### src/hdl/spi_master_byte_shifter_macros.svh
// ----------------------------------------------------------------------------
// SPI master byte shifter - assertion macros
// Concurrent checks written once; empty when SYNTH is defined.
// ----------------------------------------------------------------------------
`ifndef SPI_MASTER_BYTE_SHIFTER_MACROS_SVH
`define SPI_MASTER_BYTE_SHIFTER_MACROS_SVH

`ifndef SYNTH

// same-cycle implication
`define SMBS_ASSERT_IMP(lbl, clk, rst_n, ante, cons, msg) \
    lbl: assert property (@(posedge clk) disable iff (!rst_n) (ante) |-> (cons)) \
        else $error(msg);

// next-cycle implication
`define SMBS_ASSERT_NXT(lbl, clk, rst_n, ante, cons, msg) \
    lbl: assert property (@(posedge clk) disable iff (!rst_n) (ante) |=> (cons)) \
        else $error(msg);

`else

`define SMBS_ASSERT_IMP(lbl, clk, rst_n, ante, cons, msg)
`define SMBS_ASSERT_NXT(lbl, clk, rst_n, ante, cons, msg)

`endif

`endif

### src/hdl/smbs_pkg.sv
// ----------------------------------------------------------------------------
// SPI master byte shifter - package
// Shared types, codes and widths.
// ----------------------------------------------------------------------------
package smbs_pkg;

    localparam int BYTE_W     = 8;
    localparam int BITCNT_W   = 3;
    localparam int WAIT_W     = 7;
    localparam int DIVLOG_W   = 3;
    localparam int MODE_W     = 2;
    localparam int CFG_IDX_W  = 2;
    localparam int CFG_DATA_W = 3;

    typedef enum logic {
        FUNC_START = 1'b0,
        FUNC_TICK  = 1'b1
    } t_func;

    typedef enum logic [CFG_IDX_W-1:0] {
        REG_SPI_MODE    = 2'd0,
        REG_LSB_FIRST   = 2'd1,
        REG_DIVIDER_LOG = 2'd2
    } t_reg_idx;

    typedef struct packed {
        logic [MODE_W-1:0]   spi_mode;
        logic                lsb_first;
        logic [DIVLOG_W-1:0] divider_log;
    } t_cfg;

    typedef struct packed {
        logic wr;
        logic cpol;
    } t_mode_wr;

    typedef struct packed {
        logic              sck_level;
        logic              mosi_level;
        logic              busy_res;
        logic              done_res;
        logic [BYTE_W-1:0] rx_byte;
    } t_result;

endpackage

### src/hdl/smbs_in_if.sv
// ----------------------------------------------------------------------------
// SPI master byte shifter - input item channel
// Valid/ready channel carrying one start or tick item per transfer.
// ----------------------------------------------------------------------------
interface smbs_in_if;
    import smbs_pkg::*;

    logic              valid;
    logic              ready;
    logic              func;
    logic [BYTE_W-1:0] tx_byte;
    logic              miso_level;

    modport source (output valid, output func, output tx_byte, output miso_level,
                    input ready);
    modport sink   (input valid, input func, input tx_byte, input miso_level,
                    output ready);
endinterface

### src/hdl/smbs_out_if.sv
// ----------------------------------------------------------------------------
// SPI master byte shifter - result channel
// Valid/ready channel carrying pin levels and status per transfer.
// ----------------------------------------------------------------------------
interface smbs_out_if;
    import smbs_pkg::*;

    logic              valid;
    logic              ready;
    logic              sck_level;
    logic              mosi_level;
    logic              busy_res;
    logic              done_res;
    logic [BYTE_W-1:0] rx_byte;

    modport source (output valid, output sck_level, output mosi_level,
                    output busy_res, output done_res, output rx_byte, input ready);
    modport sink   (input valid, input sck_level, input mosi_level,
                    input busy_res, input done_res, input rx_byte, output ready);
endinterface

### src/hdl/smbs_cfg_if.sv
// ----------------------------------------------------------------------------
// SPI master byte shifter - configuration write channel
// Valid/ready channel carrying a register index and write data.
// ----------------------------------------------------------------------------
interface smbs_cfg_if;
    import smbs_pkg::*;

    logic                  valid;
    logic                  ready;
    logic [CFG_IDX_W-1:0]  index;
    logic [CFG_DATA_W-1:0] data;

    modport source (output valid, output index, output data, input ready);
    modport sink   (input valid, input index, input data, output ready);
endinterface

### src/hdl/smbs_cfg_regs.sv
// ----------------------------------------------------------------------------
// SPI master byte shifter - configuration registers
// Mode, bit order and divider registers; flags writes of the mode register.
// ----------------------------------------------------------------------------
module smbs_cfg_regs (
    input  logic              i_clk,
    input  logic              i_rst_n,
    smbs_cfg_if.sink          i_cfg,
    output smbs_pkg::t_cfg    o_cfg,
    output smbs_pkg::t_mode_wr o_mode_wr
);
    import smbs_pkg::*;

    t_cfg r_cfg;
    t_cfg n_cfg;
    logic wr_en;

    assign i_cfg.ready = 1'b1;
    assign wr_en       = i_cfg.valid && i_cfg.ready;

    always_comb begin
        n_cfg = r_cfg;
        if (wr_en) begin
            case (t_reg_idx'(i_cfg.index))
                REG_SPI_MODE:    n_cfg.spi_mode    = i_cfg.data[MODE_W-1:0];
                REG_LSB_FIRST:   n_cfg.lsb_first   = i_cfg.data[0];
                REG_DIVIDER_LOG: n_cfg.divider_log = i_cfg.data[DIVLOG_W-1:0];
                default:         n_cfg = r_cfg;
            endcase
        end
    end

    always_ff @(posedge i_clk) begin
        if (!i_rst_n) begin
            r_cfg.spi_mode    <= '0;
            r_cfg.lsb_first   <= 1'b0;
            r_cfg.divider_log <= DIVLOG_W'(1);
        end else begin
            r_cfg <= n_cfg;
        end
    end

    assign o_cfg          = r_cfg;
    assign o_mode_wr.wr   = wr_en && (t_reg_idx'(i_cfg.index) == REG_SPI_MODE);
    assign o_mode_wr.cpol = i_cfg.data[1];
endmodule

### src/hdl/smbs_step.sv
// ----------------------------------------------------------------------------
// SPI master byte shifter - bit sequencer
// Divider, edge sequencing and shift registers, advanced once per item.
// ----------------------------------------------------------------------------
`include "spi_master_byte_shifter_macros.svh"

module smbs_step (
    input  logic                       i_clk,
    input  logic                       i_rst_n,
    input  smbs_pkg::t_cfg             i_cfg,
    input  smbs_pkg::t_mode_wr         i_mode_wr,
    input  logic                       i_accept,
    input  logic                       i_func,
    input  logic [smbs_pkg::BYTE_W-1:0] i_tx_byte,
    input  logic                       i_miso_level,
    output smbs_pkg::t_result          o_result
);
    import smbs_pkg::*;

    logic [BYTE_W-1:0]   r_tx,   n_tx;
    logic [BYTE_W-1:0]   r_rx,   n_rx;
    logic [BITCNT_W-1:0] r_bit,  n_bit;
    logic                r_phase, n_phase;
    logic [WAIT_W-1:0]   r_wait, n_wait;
    logic                r_sck,  n_sck;
    logic                r_mosi, n_mosi;
    logic                r_active, n_active;
    logic                done;

    logic                cpol;
    logic                cpha;
    logic [DIVLOG_W-1:0] div_k;
    logic [WAIT_W:0]     half;
    logic                wait_end;

    function automatic logic [BYTE_W:0] shift_out(input logic [BYTE_W-1:0] tx,
                                                  input logic lsb);
        logic [BYTE_W:0] res;
        if (lsb) begin
            res = {tx[0], 1'b0, tx[BYTE_W-1:1]};
        end else begin
            res = {tx[BYTE_W-1], tx[BYTE_W-2:0], 1'b0};
        end
        return res;
    endfunction

    function automatic logic [BYTE_W-1:0] shift_in(input logic [BYTE_W-1:0] rx,
                                                   input logic miso,
                                                   input logic lsb);
        logic [BYTE_W-1:0] res;
        if (lsb) begin
            res = {miso, rx[BYTE_W-1:1]};
        end else begin
            res = {rx[BYTE_W-2:0], miso};
        end
        return res;
    endfunction

    assign cpol     = i_cfg.spi_mode[1];
    assign cpha     = i_cfg.spi_mode[0];
    assign div_k    = (i_cfg.divider_log == '0) ? DIVLOG_W'(1) : i_cfg.divider_log;
    assign half     = (WAIT_W+1)'(1) << (div_k - DIVLOG_W'(1));
    assign wait_end = ({1'b0, r_wait} + (WAIT_W+1)'(1)) >= half;

    always_comb begin
        n_tx     = r_tx;
        n_rx     = r_rx;
        n_bit    = r_bit;
        n_phase  = r_phase;
        n_wait   = r_wait;
        n_sck    = r_sck;
        n_mosi   = r_mosi;
        n_active = r_active;
        done     = 1'b0;
        if (i_accept) begin
            if (t_func'(i_func) == FUNC_START) begin
                if (!r_active) begin
                    n_tx     = i_tx_byte;
                    n_rx     = '0;
                    n_bit    = '0;
                    n_phase  = 1'b0;
                    n_wait   = '0;
                    n_active = 1'b1;
                    n_sck    = cpol;
                    if (!cpha) begin
                        {n_mosi, n_tx} = shift_out(i_tx_byte, i_cfg.lsb_first);
                    end
                end
            end else if (r_active) begin
                if (wait_end) begin
                    n_wait = '0;
                    n_sck  = !r_sck;
                    if (!r_phase) begin
                        n_phase = 1'b1;
                        if (cpha) begin
                            {n_mosi, n_tx} = shift_out(r_tx, i_cfg.lsb_first);
                        end else begin
                            n_rx = shift_in(r_rx, i_miso_level, i_cfg.lsb_first);
                        end
                    end else begin
                        n_phase = 1'b0;
                        if (cpha) begin
                            n_rx = shift_in(r_rx, i_miso_level, i_cfg.lsb_first);
                        end
                        if (r_bit == '1) begin
                            n_active = 1'b0;
                            done     = 1'b1;
                            n_bit    = '0;
                            n_sck    = cpol;
                        end else begin
                            n_bit = r_bit + BITCNT_W'(1);
                            if (!cpha) begin
                                {n_mosi, n_tx} = shift_out(r_tx, i_cfg.lsb_first);
                            end
                        end
                    end
                end else begin
                    n_wait = r_wait + WAIT_W'(1);
                end
            end
        end
        // idle SCK follows a new polarity straight away
        if (i_mode_wr.wr && !r_active) begin
            n_sck = i_mode_wr.cpol;
        end
    end

    always_ff @(posedge i_clk) begin
        if (!i_rst_n) begin
            r_tx     <= '0;
            r_rx     <= '0;
            r_bit    <= '0;
            r_phase  <= 1'b0;
            r_wait   <= '0;
            r_sck    <= 1'b0;
            r_mosi   <= 1'b0;
            r_active <= 1'b0;
        end else begin
            r_tx     <= n_tx;
            r_rx     <= n_rx;
            r_bit    <= n_bit;
            r_phase  <= n_phase;
            r_wait   <= n_wait;
            r_sck    <= n_sck;
            r_mosi   <= n_mosi;
            r_active <= n_active;
        end
    end

    assign o_result.sck_level  = n_sck;
    assign o_result.mosi_level = n_mosi;
    assign o_result.busy_res   = n_active;
    assign o_result.done_res   = done;
    assign o_result.rx_byte    = done ? n_rx : '0;

    `SMBS_ASSERT_IMP(a_done_from_active, i_clk, i_rst_n, done, r_active && r_phase,
                     "done without a transfer in its trailing phase")
    `SMBS_ASSERT_IMP(a_idle_counters, i_clk, i_rst_n, !r_active,
                     (r_bit == '0) && !r_phase, "bit counter not cleared while idle")
    `SMBS_ASSERT_IMP(a_idle_sck_cpol, i_clk, i_rst_n, !r_active, r_sck == cpol,
                     "idle SCK not at polarity level")
endmodule

### src/hdl/smbs_out_skid.sv
// ----------------------------------------------------------------------------
// SPI master byte shifter - result buffer
// Output register plus skid entry so a stall does not stall the input side until the skid entry is full.
// ----------------------------------------------------------------------------
`include "spi_master_byte_shifter_macros.svh"

module smbs_out_skid (
    input  logic              i_clk,
    input  logic              i_rst_n,
    input  logic              i_push,
    input  smbs_pkg::t_result i_data,
    output logic              o_ready,
    smbs_out_if.source        o_result
);
    import smbs_pkg::*;

    logic    r_out_valid;
    t_result r_out;
    logic    r_skid_valid;
    t_result r_skid;
    logic    pop_ok;

    assign o_ready = !r_skid_valid;
    assign pop_ok  = !r_out_valid || o_result.ready;

    always_ff @(posedge i_clk) begin
        if (!i_rst_n) begin
            r_out_valid  <= 1'b0;
            r_skid_valid <= 1'b0;
        end else if (pop_ok) begin
            if (r_skid_valid) begin
                r_out        <= r_skid;
                r_skid_valid <= 1'b0;
            end else begin
                r_out_valid <= i_push;
                r_out       <= i_data;
            end
        end else if (i_push) begin
            r_skid       <= i_data;
            r_skid_valid <= 1'b1;
        end
    end

    assign o_result.valid      = r_out_valid;
    assign o_result.sck_level  = r_out.sck_level;
    assign o_result.mosi_level = r_out.mosi_level;
    assign o_result.busy_res   = r_out.busy_res;
    assign o_result.done_res   = r_out.done_res;
    assign o_result.rx_byte    = r_out.rx_byte;

    `SMBS_ASSERT_IMP(a_skid_behind_out, i_clk, i_rst_n, r_skid_valid, r_out_valid,
                     "skid entry held with output register empty")
    `SMBS_ASSERT_NXT(a_stall_fills_skid, i_clk, i_rst_n,
                     r_out_valid && !o_result.ready && i_push, r_skid_valid,
                     "result lost on stalled output")
endmodule

### src/hdl/spi_master_byte_shifter.sv
// ----------------------------------------------------------------------------
// SPI master byte shifter - top level
// Mode 0 to 3 SPI master, one byte per SPI transfer, driven by tick items.
// ----------------------------------------------------------------------------
// Use: each input transfer on i_item is a start (func 0, tx_byte) or one
// clock tick (func 1, sampled miso_level). Every input transfer gives exactly
// one result transfer on o_result with the SCK and MOSI levels, busy, done
// and, on the completing tick, the received byte.
// i_cfg writes spi_mode (index 0), lsb_first (1) and divider_log (2); it is
// always ready and should be written only while no transfer is running.
// Output: results are registered before they are offered on o_result.
// Throughput: one item per cycle while i_item ready is high; the sequencer
// state updates on each accepted item from its registers, the item and the configuration.
// Stall: a result register and one skid entry sit on the output; i_item
// ready drops only once both hold results, and rises after the next take.
// Reset (synchronous, active low): idle, SCK and MOSI low, mode 0, MSB
// first, divider_log 1; the output buffer is emptied.
// ----------------------------------------------------------------------------
module spi_master_byte_shifter (
    input  logic       i_clk,
    input  logic       i_rst_n,
    smbs_in_if.sink    i_item,
    smbs_cfg_if.sink   i_cfg,
    smbs_out_if.source o_result
);
    import smbs_pkg::*;

    t_cfg     cfg;
    t_mode_wr mode_wr;
    t_result  step_res;
    logic     in_ready;
    logic     accept;

    assign i_item.ready = in_ready;
    assign accept       = i_item.valid && in_ready;

    smbs_cfg_regs u_cfg_regs (
        .i_clk     (i_clk),
        .i_rst_n   (i_rst_n),
        .i_cfg     (i_cfg),
        .o_cfg     (cfg),
        .o_mode_wr (mode_wr)
    );

    smbs_step u_step (
        .i_clk        (i_clk),
        .i_rst_n      (i_rst_n),
        .i_cfg        (cfg),
        .i_mode_wr    (mode_wr),
        .i_accept     (accept),
        .i_func       (i_item.func),
        .i_tx_byte    (i_item.tx_byte),
        .i_miso_level (i_item.miso_level),
        .o_result     (step_res)
    );

    smbs_out_skid u_out_skid (
        .i_clk    (i_clk),
        .i_rst_n  (i_rst_n),
        .i_push   (accept),
        .i_data   (step_res),
        .o_ready  (in_ready),
        .o_result (o_result)
    );
endmodule

### src/flat_wrapper.sv
// flat-port wrapper written by rule: the top's interface ports become plain ports
module spi_master_byte_shifter_flat import smbs_pkg::*;
  (i_clk, i_rst_n, i_item_valid, i_item_func, i_item_tx_byte, i_item_miso_level, i_item_ready, i_cfg_valid, i_cfg_index, i_cfg_data, i_cfg_ready, o_result_valid, o_result_sck_level, o_result_mosi_level, o_result_busy_res, o_result_done_res, o_result_rx_byte, o_result_ready);
  smbs_in_if i_item_i ();
  smbs_cfg_if i_cfg_i ();
  smbs_out_if o_result_i ();
  input  logic i_clk;
  input  logic i_rst_n;
  input wire logic [$bits(i_item_i.valid)-1:0] i_item_valid;
  input wire logic [$bits(i_item_i.func)-1:0] i_item_func;
  input wire logic [$bits(i_item_i.tx_byte)-1:0] i_item_tx_byte;
  input wire logic [$bits(i_item_i.miso_level)-1:0] i_item_miso_level;
  output wire logic [$bits(i_item_i.ready)-1:0] i_item_ready;
  input wire logic [$bits(i_cfg_i.valid)-1:0] i_cfg_valid;
  input wire logic [$bits(i_cfg_i.index)-1:0] i_cfg_index;
  input wire logic [$bits(i_cfg_i.data)-1:0] i_cfg_data;
  output wire logic [$bits(i_cfg_i.ready)-1:0] i_cfg_ready;
  output wire logic [$bits(o_result_i.valid)-1:0] o_result_valid;
  output wire logic [$bits(o_result_i.sck_level)-1:0] o_result_sck_level;
  output wire logic [$bits(o_result_i.mosi_level)-1:0] o_result_mosi_level;
  output wire logic [$bits(o_result_i.busy_res)-1:0] o_result_busy_res;
  output wire logic [$bits(o_result_i.done_res)-1:0] o_result_done_res;
  output wire logic [$bits(o_result_i.rx_byte)-1:0] o_result_rx_byte;
  input wire logic [$bits(o_result_i.ready)-1:0] o_result_ready;
  assign i_item_i.valid = i_item_valid;
  assign i_item_i.func = i_item_func;
  assign i_item_i.tx_byte = i_item_tx_byte;
  assign i_item_i.miso_level = i_item_miso_level;
  assign i_item_ready = i_item_i.ready;
  assign i_cfg_i.valid = i_cfg_valid;
  assign i_cfg_i.index = i_cfg_index;
  assign i_cfg_i.data = i_cfg_data;
  assign i_cfg_ready = i_cfg_i.ready;
  assign o_result_valid = o_result_i.valid;
  assign o_result_sck_level = o_result_i.sck_level;
  assign o_result_mosi_level = o_result_i.mosi_level;
  assign o_result_busy_res = o_result_i.busy_res;
  assign o_result_done_res = o_result_i.done_res;
  assign o_result_rx_byte = o_result_i.rx_byte;
  assign o_result_i.ready = o_result_ready;
  spi_master_byte_shifter u_core (.i_clk(i_clk), .i_rst_n(i_rst_n), .i_item(i_item_i), .i_cfg(i_cfg_i), .o_result(o_result_i));
endmodule
### config.mk
export PLATFORM = sky130hd
export DESIGN_NAME = spi_master_byte_shifter_flat
export DESIGN_NICKNAME = d
export VERILOG_FILES = /design/src/hdl/smbs_pkg.sv /design/src/hdl/smbs_in_if.sv /design/src/hdl/smbs_out_if.sv /design/src/hdl/smbs_cfg_if.sv /design/src/hdl/smbs_cfg_regs.sv /design/src/hdl/smbs_step.sv /design/src/hdl/smbs_out_skid.sv /design/src/hdl/spi_master_byte_shifter.sv /design/src/flat_wrapper.sv
export VERILOG_INCLUDE_DIRS = /design/src /design/src/hdl
export SDC_FILE = /design/constraint.sdc
export NUM_CORES = 1
export LEC_CHECK = 0
export ABC_CLOCK_PERIOD_IN_PS = 6910
export BUFFER_PORTS_ARGS = -buffer_cell sky130_fd_sc_hd__buf_2
export CAP_MARGIN = 5
export CORE_MARGIN = 3
export CORE_UTILIZATION = 54
export CTS_BUF_LIST = sky130_fd_sc_hd__clkbuf_16
export CTS_CLUSTER_DIAMETER = 80
export DETAILED_ROUTE_END_ITERATION = 8
export PLACE_DENSITY = 0.77
export SETUP_SLACK_MARGIN = 0.3
export SYNTH_ARGS = -nofsm -noshare
export SYNTH_HDL_FRONTEND = slang
export SYNTH_SLANG_ARGS = --single-unit
### constraint.sdc
create_clock -name i_clk -period 6.91 [get_ports i_clk]
set_clock_uncertainty 0.05 [all_clocks]
set_input_delay 1.382 -clock i_clk [delete_from_list [all_inputs] [get_ports i_clk]]
set_output_delay 1.382 -clock i_clk [all_outputs]
set_load 0.01 [all_outputs]
==> flow_metrics.env, run 1 <==
export IMPL_setup_viol_count_final=0
export IMPL_max_vdd_ir_drop_uv=168
export IMPL_netlist_cell_type_count=52
export IMPL_grt_first_pass_wirelength_mm=12.6
export IMPL_r2r_worst_path_cells=11
export IMPL_insertion_delay_ns=0.33
export IMPL_drt_pass1_iterations=5
export IMPL_dr_first_iter_drc_count=227
export IMPL_pwr_share_clk=0.459
export IMPL_synth_edf_count=24
export IMPL_die_height_um=86.6
export IMPL_sequentialPowerShare=0.446
export IMPL_stdcell_count=482
export IMPL_tritoncts_clock_tree="yes"
export IMPL_synth_yosys_warnings=0
export IMPL_antenna_cells_inserted=0
export IMPL_mapped_avg_cell_area_sq_um=9.37
export IMPL_clock_sinks=62
export IMPL_worstPathCellList="inv_1 -> nor3_1 -> ha_1 -> or3b_2 -> ha_1 -> and3_1 -> o21ai_1 -> a311oi_4 -> o211ai_2 -> mux2i_1 -> nor2b_1"
export IMPL_period_share=0.533
export IMPL_worst_ep_arrival_time_ns=3.82
export IMPL_number_of_drc_violations_after_detailed_routing=0
export IMPL_grt_overflow_total=0
export IMPL_placed_cells=466
export IMPL_num_vias=2777
export IMPL_hold_slack_ns=0.419
export IMPL_hold_bufs_at_cts=0
export IMPL_rrSetupSlack_ns=3.23
export IMPL_placement_rows=28
export IMPL_mappedNetlistArea_sq_um=3510
export IMPL_whs_endpoint="u_core.u_step.r_bit[2]"
export IMPL_timing_fmax_mhz=271
export IMPL_async_reset_ff_frac=0
export IMPL_grt_pass1_vias=2617
export IMPL_post_route_cells_drive_above_1_share=0.170
export IMPL_fp_coreArea_sq_um=6100
export IMPL_postSynthRegisterBits=62
export IMPL_worst_path_largest_cell_delay_ns=0.56
export IMPL_worstSetupPathType="flip-flop to flip-flop"
export IMPL_postSynthCellCount=375
export IMPL_max_slew_margin_rel=0.220
export IMPL_utilization=0.653
export IMPL_cts_inserted_buffers=9
export IMPL_min_path_type="flip-flop to flip-flop"
export IMPL_routedWlPerCell_um=16.0
export IMPL_groute_usage_overall=0.216
export IMPL_io_buffers=33
export IMPL_p_leak_uw=0.00162
export IMPL_antenna_violating_nets_post_route=0
export IMPL_outcome="finished clean"
export IMPL_pin_count_of_the_biggest_net_entering_global_routing=27
export IMPL_data_required_time_at_the_worst_endpoint_ns=7.05
export IMPL_root_buffer="clkbuf_16"
export IMPL_synth_ff_type="dfxtp_1"
export IMPL_tns_ns=0
export IMPL_initial_cell_density_of_the_core=0.576
export IMPL_design_portCount=35
export IMPL_timing_critical_path_mode_cell="ha_1"
export IMPL_worst_slew_pin_transition_ns=1.17
export IMPL_internal_power_uw=669
export IMPL_switching_power_uw=231
export IMPL_post_cts_resized=0
export IMPL_worstReg2RegEnd="u_core.u_out_skid.r_skid[1]"
export IMPL_final_net_count=436
export IMPL_crit_path_max_fanout=9
export IMPL_period_minus_slack_ns=3.68
export IMPL_floorplan_die_area_sq_um=7510
export IMPL_switching_share=0.257
export IMPL_drv_max_cap_violation_count=0
export IMPL_areaGrowthSynthToFinish_pct=13.4
export IMPL_whs_path_depth=2
export IMPL_cts_root_to_sink_buffers=2
export IMPL_critPathTopFamily="simple AND/OR/NAND/NOR gates"
export IMPL_die_width_um=86.6
export IMPL_ctsHtreeMaxLevel=3
export IMPL_cp_slowest_cell="a311oi_4"
export IMPL_grt_antenna_before_repair=0
export IMPL_place_congestion=0.889
export IMPL_cts_clk_slew_worst_paths_ns=0.06
export IMPL_timing_critical_path_buf_inv=1
export IMPL_cts_post_setup_buffers_inserted=0
export IMPL_overall_routed_net_length_mm=7.70
export IMPL_finalMaxSlewViolations=0
export IMPL_dp_final_hpwl_mm=5.38
export IMPL_timing_critical_path_from_type="flip-flop"
export IMPL_comb_power_share=0.096
export IMPL_drt_vias_per_instance=5.76
export IMPL_power_density_nw_per_um2=226
export IMPL_timing_rr_start="u_core.u_cfg_regs.o_cfg[2]"
export IMPL_synth_seq_area_share=0.422
export IMPL_final_hold_violation_count=0
export IMPL_net_count_of_the_mapped_netlist=409
export IMPL_min_from="u_core.u_step.r_bit[2]"
export IMPL_rsz0062_at_grt="false"
export IMPL_end_kind="flip-flop"
==> how the worst max path moves through the flow <==
| stage | to | start | depth (start not counted) |
|---|---|---|---|
| 2_1_floorplan | u_core.u_out_skid.r_skid[0] | u_core.u_cfg_regs.o_cfg[1] | 11 |
| 3_3_place_gp | u_core.u_step.r_tx[0] | i_item_func | 8 |
| 3_5_place_dp | u_core.u_step.r_tx[0] | i_item_func | 8 |
| 4_1_cts | u_core.u_out_skid.r_skid[0] | u_core.u_cfg_regs.o_cfg[2] | 11 |
| 5_1_grt | u_core.u_out_skid.r_skid[1] | u_core.u_cfg_regs.o_cfg[1] | 10 |
| 6_report | u_core.u_out_skid.r_skid[1] | u_core.u_cfg_regs.o_cfg[2] | 11 |
==> per-stage QoR <==
step	worst slack (ns)	power (uW)	cell area [sq um]
2_1_floorplan	3.55	467	3510
5_1_grt	2.98	931	3980
4_1_cts	3.23	907	3980
3_3_place_gp	3.24	491	3710
3_5_place_dp	3.19	494	3710
6_report	3.23	900	3980
==> logic make-up (layout without fill, tap and decap cells) <==
group           count (synthesis)  in the layout  synth area share
simple gates                  135            135             0.186
mux                            49             49             0.143
compound gates                 74             74             0.145
xor+xnor                        6              6            0.0150
fa+ha+maj                      14             14            0.0499
flops                          62             62             0.422
buf+inv                        34             66            0.0385
other cells                     1              1           0.00107
==> final cells by class <==
type                            count  area [sq um]
Inverter                           15          56.3
Sequential cell                    62          1480
Fill cell                         500          2110
Multi-Input combinational cell    279          1900
Timing Repair Buffer               35           180
Clock inverter                      7          50.0
Tap cell                           75          93.8
Clock buffer                        9           225
==> flip-flops by register name, summed over array words and instances, names as in the netlist, 3 cells and up <==
signal                              flops
u_core.u_cfg_regs.o_cfg                 6
u_core.u_out_skid.o_result.rx_byte      8
u_core.u_out_skid.r_skid               12
u_core.u_step.r_bit                     3
u_core.u_step.r_rx                      8
u_core.u_step.r_tx                      8
u_core.u_step.r_wait                    7
==> Yosys cell counts (all sizes together), types with 2 or more instances <==
cell / n / area (sq um)
a211oi: 2 / 15.0
a21o: 2 / 15.0
a21oi: 22 / 110
a22o: 5 / 43.8
a22oi: 2 / 15.0
a2bb2oi: 8 / 70.1
a31oi: 2 / 12.5
and2: 15 / 93.8
and3: 3 / 18.8
buf: 5 / 26.3
clkbuf: 14 / 52.6
dfxtp: 38 / 761
edfxtp: 24 / 721
ha: 14 / 175
inv: 14 / 52.6
mux2: 8 / 90.1
mux2i: 41 / 410
nand2: 47 / 179
nand3: 7 / 35.0
nand3b: 4 / 30.0
nor2: 32 / 120
nor2b: 12 / 75.1
nor3: 4 / 20.0
nor3b: 2 / 15.0
nor4: 3 / 25.0
o211ai: 3 / 27.5
o21a: 2 / 15.0
o21ai: 17 / 92.6
or2: 2 / 12.5
or4: 2 / 15.0
xnor2: 2 / 17.5
xor2: 4 / 35.0
==> tightest hold or removal path, stage by stage, from the launching register on <==
cell     delay, ns
dfxtp_1       0.32
nand2_1       0.05
a21oi_1       0.05
==> power by group through the flow <==
stage / clock network (uW) / registers, uW / logic, uW
after detailed placement: 0 / 408 / 85.2
after global placement: 0 / 408 / 82.9
after CTS: 420 / 401 / 85.9
after floorplan: 0 / 406 / 61.2
final: 413 / 401 / 86.0
after global routing: 433 / 402 / 95.7
==> placed cells by master (no fill, tap or decap), drive strengths merged, types with 2 or more instances in the layout <==
master	count
and3	3
clkbuf	9
ha	14
edfxtp	24
buf	35
dfxtp	38
o21ai	17
clkinv	4
o21a	2
mux2	8
a22o	5
or2	2
nand3b	4
a211oi	2
a21o	2
xnor2	2
and2	15
mux2i	41
nor2b	12
a31oi	2
nor3	4
or4	2
xor2	4
a2bb2oi	8
o211ai	3
nor4	3
clkinvlp	3
inv	15
a22oi	2
nor2	32
nand3	7
a21oi	22
nand2	47
nor3b	2
==> routing by layer <==
layer,vias up,track usage,share of wire
li1,1394,-,-
met1,1300,0.279,0.45
met2,75,0.354,0.48
met3,8,0.0589,0.049
met4,0,0.0637,0.013
met5,-,0,0
No activity file was read; power rests on OpenSTA's default activity.
==> run 2, diff against run 1 <==
--- a/config.mk
+++ b/config.mk
@@ -6,7 +6,8 @@
 export SDC_FILE = /design/constraint.sdc
 export NUM_CORES = 1
 export LEC_CHECK = 0
-export ABC_CLOCK_PERIOD_IN_PS = 6910
+export ABC_AREA = 1
+export ABC_CLOCK_PERIOD_IN_PS = 3610
 export BUFFER_PORTS_ARGS = -buffer_cell sky130_fd_sc_hd__buf_2
 export CAP_MARGIN = 5
 export CORE_MARGIN = 3
==> constraint.sdc (replaced) <==
create_clock -name i_clk -period 3.61 [get_ports i_clk]
set_clock_uncertainty 0.05 [all_clocks]
set_input_delay 0.722 -clock i_clk [delete_from_list [all_inputs] [get_ports i_clk]]
set_output_delay 0.722 -clock i_clk [all_outputs]
set_load 0.01 [all_outputs]
==> flow_metrics.env, run 2 <==
export IMPL_post_route_cells_drive_above_1_share=0.144
export IMPL_synth_edf_count=24
export IMPL_cts_clk_slew_worst_paths_ns=0.05
export IMPL_comb_power_share=0.114
export IMPL_yosys_area_share_adder=0.0503
export IMPL_async_reset_ff_frac=0
export IMPL_floorplan_die_area_sq_um=7440
export IMPL_timing_critical_path_buf_inv=2
export IMPL_outcome="finished clean"
export IMPL_antenna_cells_inserted=0
export IMPL_utilization=0.654
export IMPL_worst_ep_arrival_time_ns=2.93
export IMPL_clock_sinks=62
export IMPL_synth_yosys_warnings=0
export IMPL_drt_vias_per_instance=5.39
export IMPL_rsz0062_at_grt="false"
export IMPL_antenna_violating_nets_post_route=0
export IMPL_timing_fmax_mhz=345
export IMPL_grt_pass1_vias=2895
export IMPL_worst_path_largest_cell_delay_ns=0.33
export IMPL_synth_ff_type="dfxtp_1"
export IMPL_grt_antenna_before_repair=0
export IMPL_data_required_time_at_the_worst_endpoint_ns=3.64
export IMPL_post_synth_top_area_fraction=0.219
export IMPL_cts_post_setup_buffers_inserted=0
export IMPL_finalMaxSlewViolations=0
export IMPL_most_common_layout_cells="nand2_1, inv_1, a21oi_1, dfxtp_1, buf_2"
export IMPL_yosys_area_share_simple=0.215
export IMPL_dp_final_hpwl_mm=5.45
export IMPL_final_net_count=514
export IMPL_net_count_of_the_mapped_netlist=484
export IMPL_post_cts_resized=0
export IMPL_ctsHtreeMaxLevel=3
export IMPL_worstSetupPathType="flip-flop to flip-flop"
export IMPL_drv_max_cap_violation_count=0
export IMPL_insertion_delay_ns=0.33
export IMPL_grt_overflow_total=0
export IMPL_yosys_top_cells_area="dfxtp_1, edfxtp_1, nand2_1"
export IMPL_mapped_avg_cell_area_sq_um=7.73
export IMPL_die_width_um=86.3
export IMPL_hold_bufs_at_cts=0
export IMPL_switching_power_uw=454
export IMPL_leading_cell_type_in_the_layout_fill_and_taps_excluded="nand2_1"
export IMPL_design_portCount=35
export IMPL_drt_pass1_iterations=5
export IMPL_internal_power_uw=1420
export IMPL_postSynthCellCount=450
export IMPL_overall_routed_net_length_mm=7.67
export IMPL_power_density_nw_per_um2=471
export IMPL_max_vdd_ir_drop_uv=370
export IMPL_sequentialPowerShare=0.417
export IMPL_postSynthRegisterBits=62
export IMPL_pwr_share_clk=0.469
export IMPL_synth_seq_area_share=0.426
export IMPL_post_synth_xor_area_fraction=0.0151
export IMPL_period_share=0.803
export IMPL_largest_reg_flops=12
export IMPL_p_leak_uw=0.00184
export IMPL_worstPathCellList="inv_1 -> nor3_1 -> ha_1 -> inv_1 -> or2_2 -> ha_1 -> nand2_1 -> nor2_1 -> nand2_2 -> nand2_4 -> nand3_4 -> o211ai_2 -> nand2_1 -> nand2_1 -> nand2_1"
export IMPL_num_vias=3021
export IMPL_synth_top_family_by_area="simple AND/OR/NAND/NOR gates"
export IMPL_dr_first_iter_drc_count=156
export IMPL_fp_coreArea_sq_um=6100
export IMPL_netlist_cell_type_count=40
export IMPL_tns_ns=0
export IMPL_end_kind="flip-flop"
export IMPL_areaGrowthSynthToFinish_pct=14.6
export IMPL_worst_slew_pin_transition_ns=0.731
export IMPL_pin_count_of_the_biggest_net_entering_global_routing=28
export IMPL_cts_inserted_buffers=9
export IMPL_period_minus_slack_ns=2.90
export IMPL_mappedNetlistArea_sq_um=3480
export IMPL_io_buffers=33
export IMPL_final_hold_violation_count=0
export IMPL_number_of_drc_violations_after_detailed_routing=0
export IMPL_switching_share=0.242
export IMPL_largest_register="u_core.u_out_skid.r_skid"
export IMPL_cp_slowest_cell="dfxtp_1"
export IMPL_synth_area_leader_cell="dfxtp_1"
export IMPL_timing_critical_path_mode_cell="nand2_1"
export IMPL_place_congestion=0.842
export IMPL_placement_rows=28
export IMPL_critPathTopFamily="simple AND/OR/NAND/NOR gates"
export IMPL_max_slew_margin_rel=0.512
export IMPL_fillCellCount=513
export IMPL_initial_cell_density_of_the_core=0.571
export IMPL_die_height_um=86.3
export IMPL_routedWlPerCell_um=13.7
export IMPL_groute_usage_overall=0.225
export IMPL_grt_first_pass_wirelength_mm=13.2
export IMPL_tritoncts_clock_tree="yes"
export IMPL_timing_critical_path_from_type="flip-flop"
export IMPL_synthMuxAreaShare=0
export IMPL_post_synth_top_count_cell="nand2_1"
export IMPL_min_path_type="flip-flop to flip-flop"
export IMPL_synth_compound_area_share=0.196
export IMPL_crit_path_max_fanout=16
export IMPL_ys_top_cells_by_count="nand2_1, inv_1, a21oi_1, dfxtp_1, o21ai_0"
export IMPL_cts_root_to_sink_buffers=2
export IMPL_setup_viol_count_final=0
export IMPL_root_buffer="clkbuf_16"
==> run 2: worst register-to-register path: stages, from the launching register on <==
cell and delay [ns]:
dfxtp_1 0.33, inv_1 0.08, nor3_1 0.25, ha_1 0.25, inv_1 0.07, or2_2 0.30
ha_1 0.28, nand2_1 0.04, nor2_1 0.12, nand2_2 0.09, nand2_4 0.11, nand3_4 0.22
o211ai_2 0.24, nand2_1 0.07, nand2_1 0.08, nand2_1 0.06
==> run 2: cell families after synthesis <==
group           count (synthesis)
simple gates                  167
buf+inv                        85
compound gates                115
fa+ha+maj                      14
flops                          62
xor+xnor                        6
other cells                     1
==> run 2: final timing paths <==
path	cells after the start	slack, ns	from	end
max	15	0.71	u_core.u_cfg_regs.o_cfg[2]	u_core.u_out_skid.o_result.rx_byte[6]
min	2	0.40	u_core.u_step.r_bit[1]	u_core.u_step.r_bit[1]
max reg2reg	15	0.71	u_core.u_cfg_regs.o_cfg[2]	u_core.u_out_skid.o_result.rx_byte[6]
min reg2reg	2	0.40	u_core.u_step.r_bit[1]	u_core.u_step.r_bit[1]
==> run 2: power groups by stage <==
stage / Clock, uW / Combinational, uW / Sequential (uW)
after floorplan: 0 / 155 / 794
after global placement: 0 / 204 / 796
after detailed placement: 0 / 210 / 797
after CTS: 886 / 214 / 784
after global routing: 925 / 242 / 788
final: 881 / 214 / 784
==> run 2: final cells by class <==
cell class	instances	area (sq um)	area share
clock buffers	9	225	0.0565
flip-flops and latches	62	1480	0.372
well taps	75	93.8	0.0235
inverters	68	255	0.0640
repair buffers	36	188	0.0471
multi-input cells	303	1660	0.417
clock inverters	7	82.6	0.0207
==> run 2: layer usage <==
| layer | up-vias | share of wire | GRT usage |
|---|---|---|---|
| met4 | 0 | 0.015 | 0.0680 |
| met3 | 12 | 0.048 | 0.0608 |
| met2 | 76 | 0.47 | 0.377 |
| met1 | 1378 | 0.46 | 0.284 |
| li1 | 1555 | - | - |
| met5 | - | 0 | 0 |
==> run 2: per-stage QoR <==
step | power, uW | hold WS [ns] | cells | worst slack, ns | area [sq um]
global placement | 1000 | 0.388 | 544 | 0.888 | 3680
detailed placement | 1010 | 0.396 | 544 | 0.735 | 3680
CTS | 1880 | 0.404 | 560 | 0.709 | 3990
finish | 1880 | 0.402 | 560 | 0.712 | 3990
floorplan | 949 | 0.378 | 450 | 1.02 | 3480
global route | 1950 | 0.434 | 560 | 0.420 | 3990
==> run 3, diff against run 2 <==
--- a/config.mk
+++ b/config.mk
@@ -7,7 +7,7 @@
 export NUM_CORES = 1
 export LEC_CHECK = 0
 export ABC_AREA = 1
-export ABC_CLOCK_PERIOD_IN_PS = 3610
+export ABC_CLOCK_PERIOD_IN_PS = 2800
 export BUFFER_PORTS_ARGS = -buffer_cell sky130_fd_sc_hd__buf_2
 export CAP_MARGIN = 5
 export CORE_MARGIN = 3
==> constraint.sdc (replaced) <==
create_clock -name i_clk -period 2.8 [get_ports i_clk]
set_clock_uncertainty 0.05 [all_clocks]
set_input_delay 0.56 -clock i_clk [delete_from_list [all_inputs] [get_ports i_clk]]
set_output_delay 0.56 -clock i_clk [all_outputs]
set_load 0.01 [all_outputs]
==> flow_metrics.env, run 3 (same netlist as run 2, synthesis figures left out) <==
export IMPL_crit_path_max_fanout=7
export IMPL_groute_usage_overall=0.246
export IMPL_cts_inserted_buffers=9
export IMPL_post_route_cells_drive_above_1_share=0.284
export IMPL_grt_busiest_layer="met2"
export IMPL_period_minus_slack_ns=2.87
export IMPL_p_total_uw=2460
export IMPL_fin_ws_ns=-0.0714
export IMPL_p_leak_uw=0.00199
export IMPL_timing_critical_path_from_type="flip-flop"
export IMPL_whs_path_depth=2
export IMPL_overall_routed_net_length_mm=9.71
export IMPL_insertion_delay_ns=0.33
export IMPL_tritoncts_clock_tree="yes"
export IMPL_outcome="finished, violations left"
export IMPL_number_of_drc_violations_after_detailed_routing=0
export IMPL_floorplan_die_area_sq_um=7440
export IMPL_sequentialPowerShare=0.412
export IMPL_drv_max_cap_violation_count=0
export IMPL_leading_cell_type_in_the_layout_fill_and_taps_excluded="nand2_1"
export IMPL_min_path_type="flip-flop to flip-flop"
export IMPL_pwr_share_clk=0.443
export IMPL_finalMaxSlewViolations=0
export IMPL_die_height_um=86.3
export IMPL_stdcell_count=585
export IMPL_violations="setup timing"
export IMPL_grt_use_met2=0.399
export IMPL_placement_rows=28
export IMPL_root_buffer="clkbuf_16"
export IMPL_switching_power_uw=664
export IMPL_largest_register="u_core.u_out_skid.r_skid"
export IMPL_final_net_count=539
export IMPL_antenna_violating_nets_post_route=0
export IMPL_rsz0062_at_grt="true"
export IMPL_grt_pass1_vias=3080
export IMPL_initial_cell_density_of_the_core=0.571
export IMPL_clock_sinks=62
export IMPL_fp_coreArea_sq_um=6100
export IMPL_worst_ep_arrival_time_ns=2.90
export IMPL_worst_slew_pin_transition_ns=0.747
export IMPL_cts_root_to_sink_buffers=2
export IMPL_end_kind="flip-flop"
export IMPL_timing_fmax_mhz=348
export IMPL_setup_viol_count_final=3
export IMPL_power_density_nw_per_um2=553
export IMPL_place_congestion=0.863
export IMPL_grt_met1_usage=0.303
export IMPL_routedWlPerCell_um=16.6
export IMPL_max_vdd_ir_drop_uv=512
export IMPL_grt_overflow_total=0
export IMPL_dr_first_iter_drc_count=310
export IMPL_placed_cells=549
export IMPL_drt_vias_per_instance=5.88
export IMPL_design_portCount=35
export IMPL_internal_power_uw=1790
export IMPL_ctsHtreeMaxLevel=3
export IMPL_max_slew_margin_rel=0.499
export IMPL_r2r_worst_path_cells=17
export IMPL_grtUsageMet3=0.0532
export IMPL_period_share=1.03
export IMPL_cts_clk_slew_worst_paths_ns=0.05
export IMPL_largest_reg_flops=12
export IMPL_antenna_cells_inserted=0
export IMPL_most_common_layout_cells="nand2_1, inv_1, a21oi_1, buf_2, dfxtp_1"
export IMPL_grt_first_pass_wirelength_mm=14.3
export IMPL_switching_share=0.270
export IMPL_grt_antenna_before_repair=0
export IMPL_num_vias=3442
export IMPL_final_hold_violation_count=0
export IMPL_worstSetupPathType="flip-flop to flip-flop"
export IMPL_pin_count_of_the_biggest_net_entering_global_routing=21
export IMPL_dp_final_hpwl_mm=5.59
export IMPL_die_width_um=86.3
export IMPL_data_required_time_at_the_worst_endpoint_ns=2.83
export IMPL_pre_cts_slack_ns=-0.00300
export IMPL_io_buffers=33
export IMPL_areaGrowthSynthToFinish_pct=27.7
export IMPL_comb_power_share=0.145
export IMPL_hold_slack_ns=0.403
export IMPL_utilization=0.729
export IMPL_fillCellCount=411
export IMPL_drt_pass1_iterations=6
==> run 3: stage by stage <==
step,area [sq um],TNS [ns]
finish,4440,-0.139
global route,4440,-2.70
CTS,4210,0
detailed placement,3740,-0.00300
global placement,3740,0
floorplan,3510,0
==> run 3: layer usage <==
layer / wire [um] / vias up
met5: 0 / -
met4: 471 / 0
met3: 708 / 48
met2: 4660 / 195
met1: 3880 / 1592
li1: - / 1607
==> run 3: critical path, stage by stage (launching register included) <==
cell	delay, ns
dfxtp_4	0.36
nor3_4	0.27
ha_4	0.26
inv_4	0.08
nand2_2	0.07
ha_4	0.29
nand2_2	0.07
nor2_4	0.11
nor2_2	0.04
nand2_1	0.07
nand2_2	0.08
nand2_4	0.12
buf_6	0.12
nand3_4	0.12
o211ai_2	0.25
nand2_1	0.09
nand2_1	0.09
nand2_1	0.06
==> run 3: repair_timing <==
| action | in CTS | in global routing |
|---|---|---|
| pin swaps | 14 | 31 |
| setup buffers | 12 | 7 |
| hold buffers | 0 | 0 |
| gates resized for setup | 17 | 46 |
| cloned | 1 | 0 |
| hold endpoints to repair | 0 | 0 |
| endpoints found under the setup margin | 42 | 54 |
==> run 3: final cells by class <==
type	instances	area, sq um	area share
Timing Repair Buffer	60	384	0.0864
Clock inverter	7	67.6	0.0152
Tap cell	75	93.8	0.0211
Clock buffer	9	225	0.0507
Multi-Input combinational cell	304	1920	0.432
Inverter	68	260	0.0586
Sequential cell	62	1500	0.336
==> run 3: path summary, 6_finish.rpt <==
kind                              start                                    end  slack (ns)
max          u_core.u_cfg_regs.o_cfg[0]  u_core.u_out_skid.o_result.rx_byte[2]       -0.07
max reg2reg  u_core.u_cfg_regs.o_cfg[0]  u_core.u_out_skid.o_result.rx_byte[2]       -0.07
min reg2reg      u_core.u_step.r_bit[1]                 u_core.u_step.r_bit[1]        0.40
min              u_core.u_step.r_bit[1]                 u_core.u_step.r_bit[1]        0.40
==> run 3: power by group through the flow <==
stage                     clock network [uW]  logic [uW]  registers (uW)
after CTS                               1090         308            1010
after floorplan                            0         202            1020
after global routing                    1150         391            1020
after global placement                     0         267            1030
after detailed placement                   0         275            1030
final                                   1090         357            1010
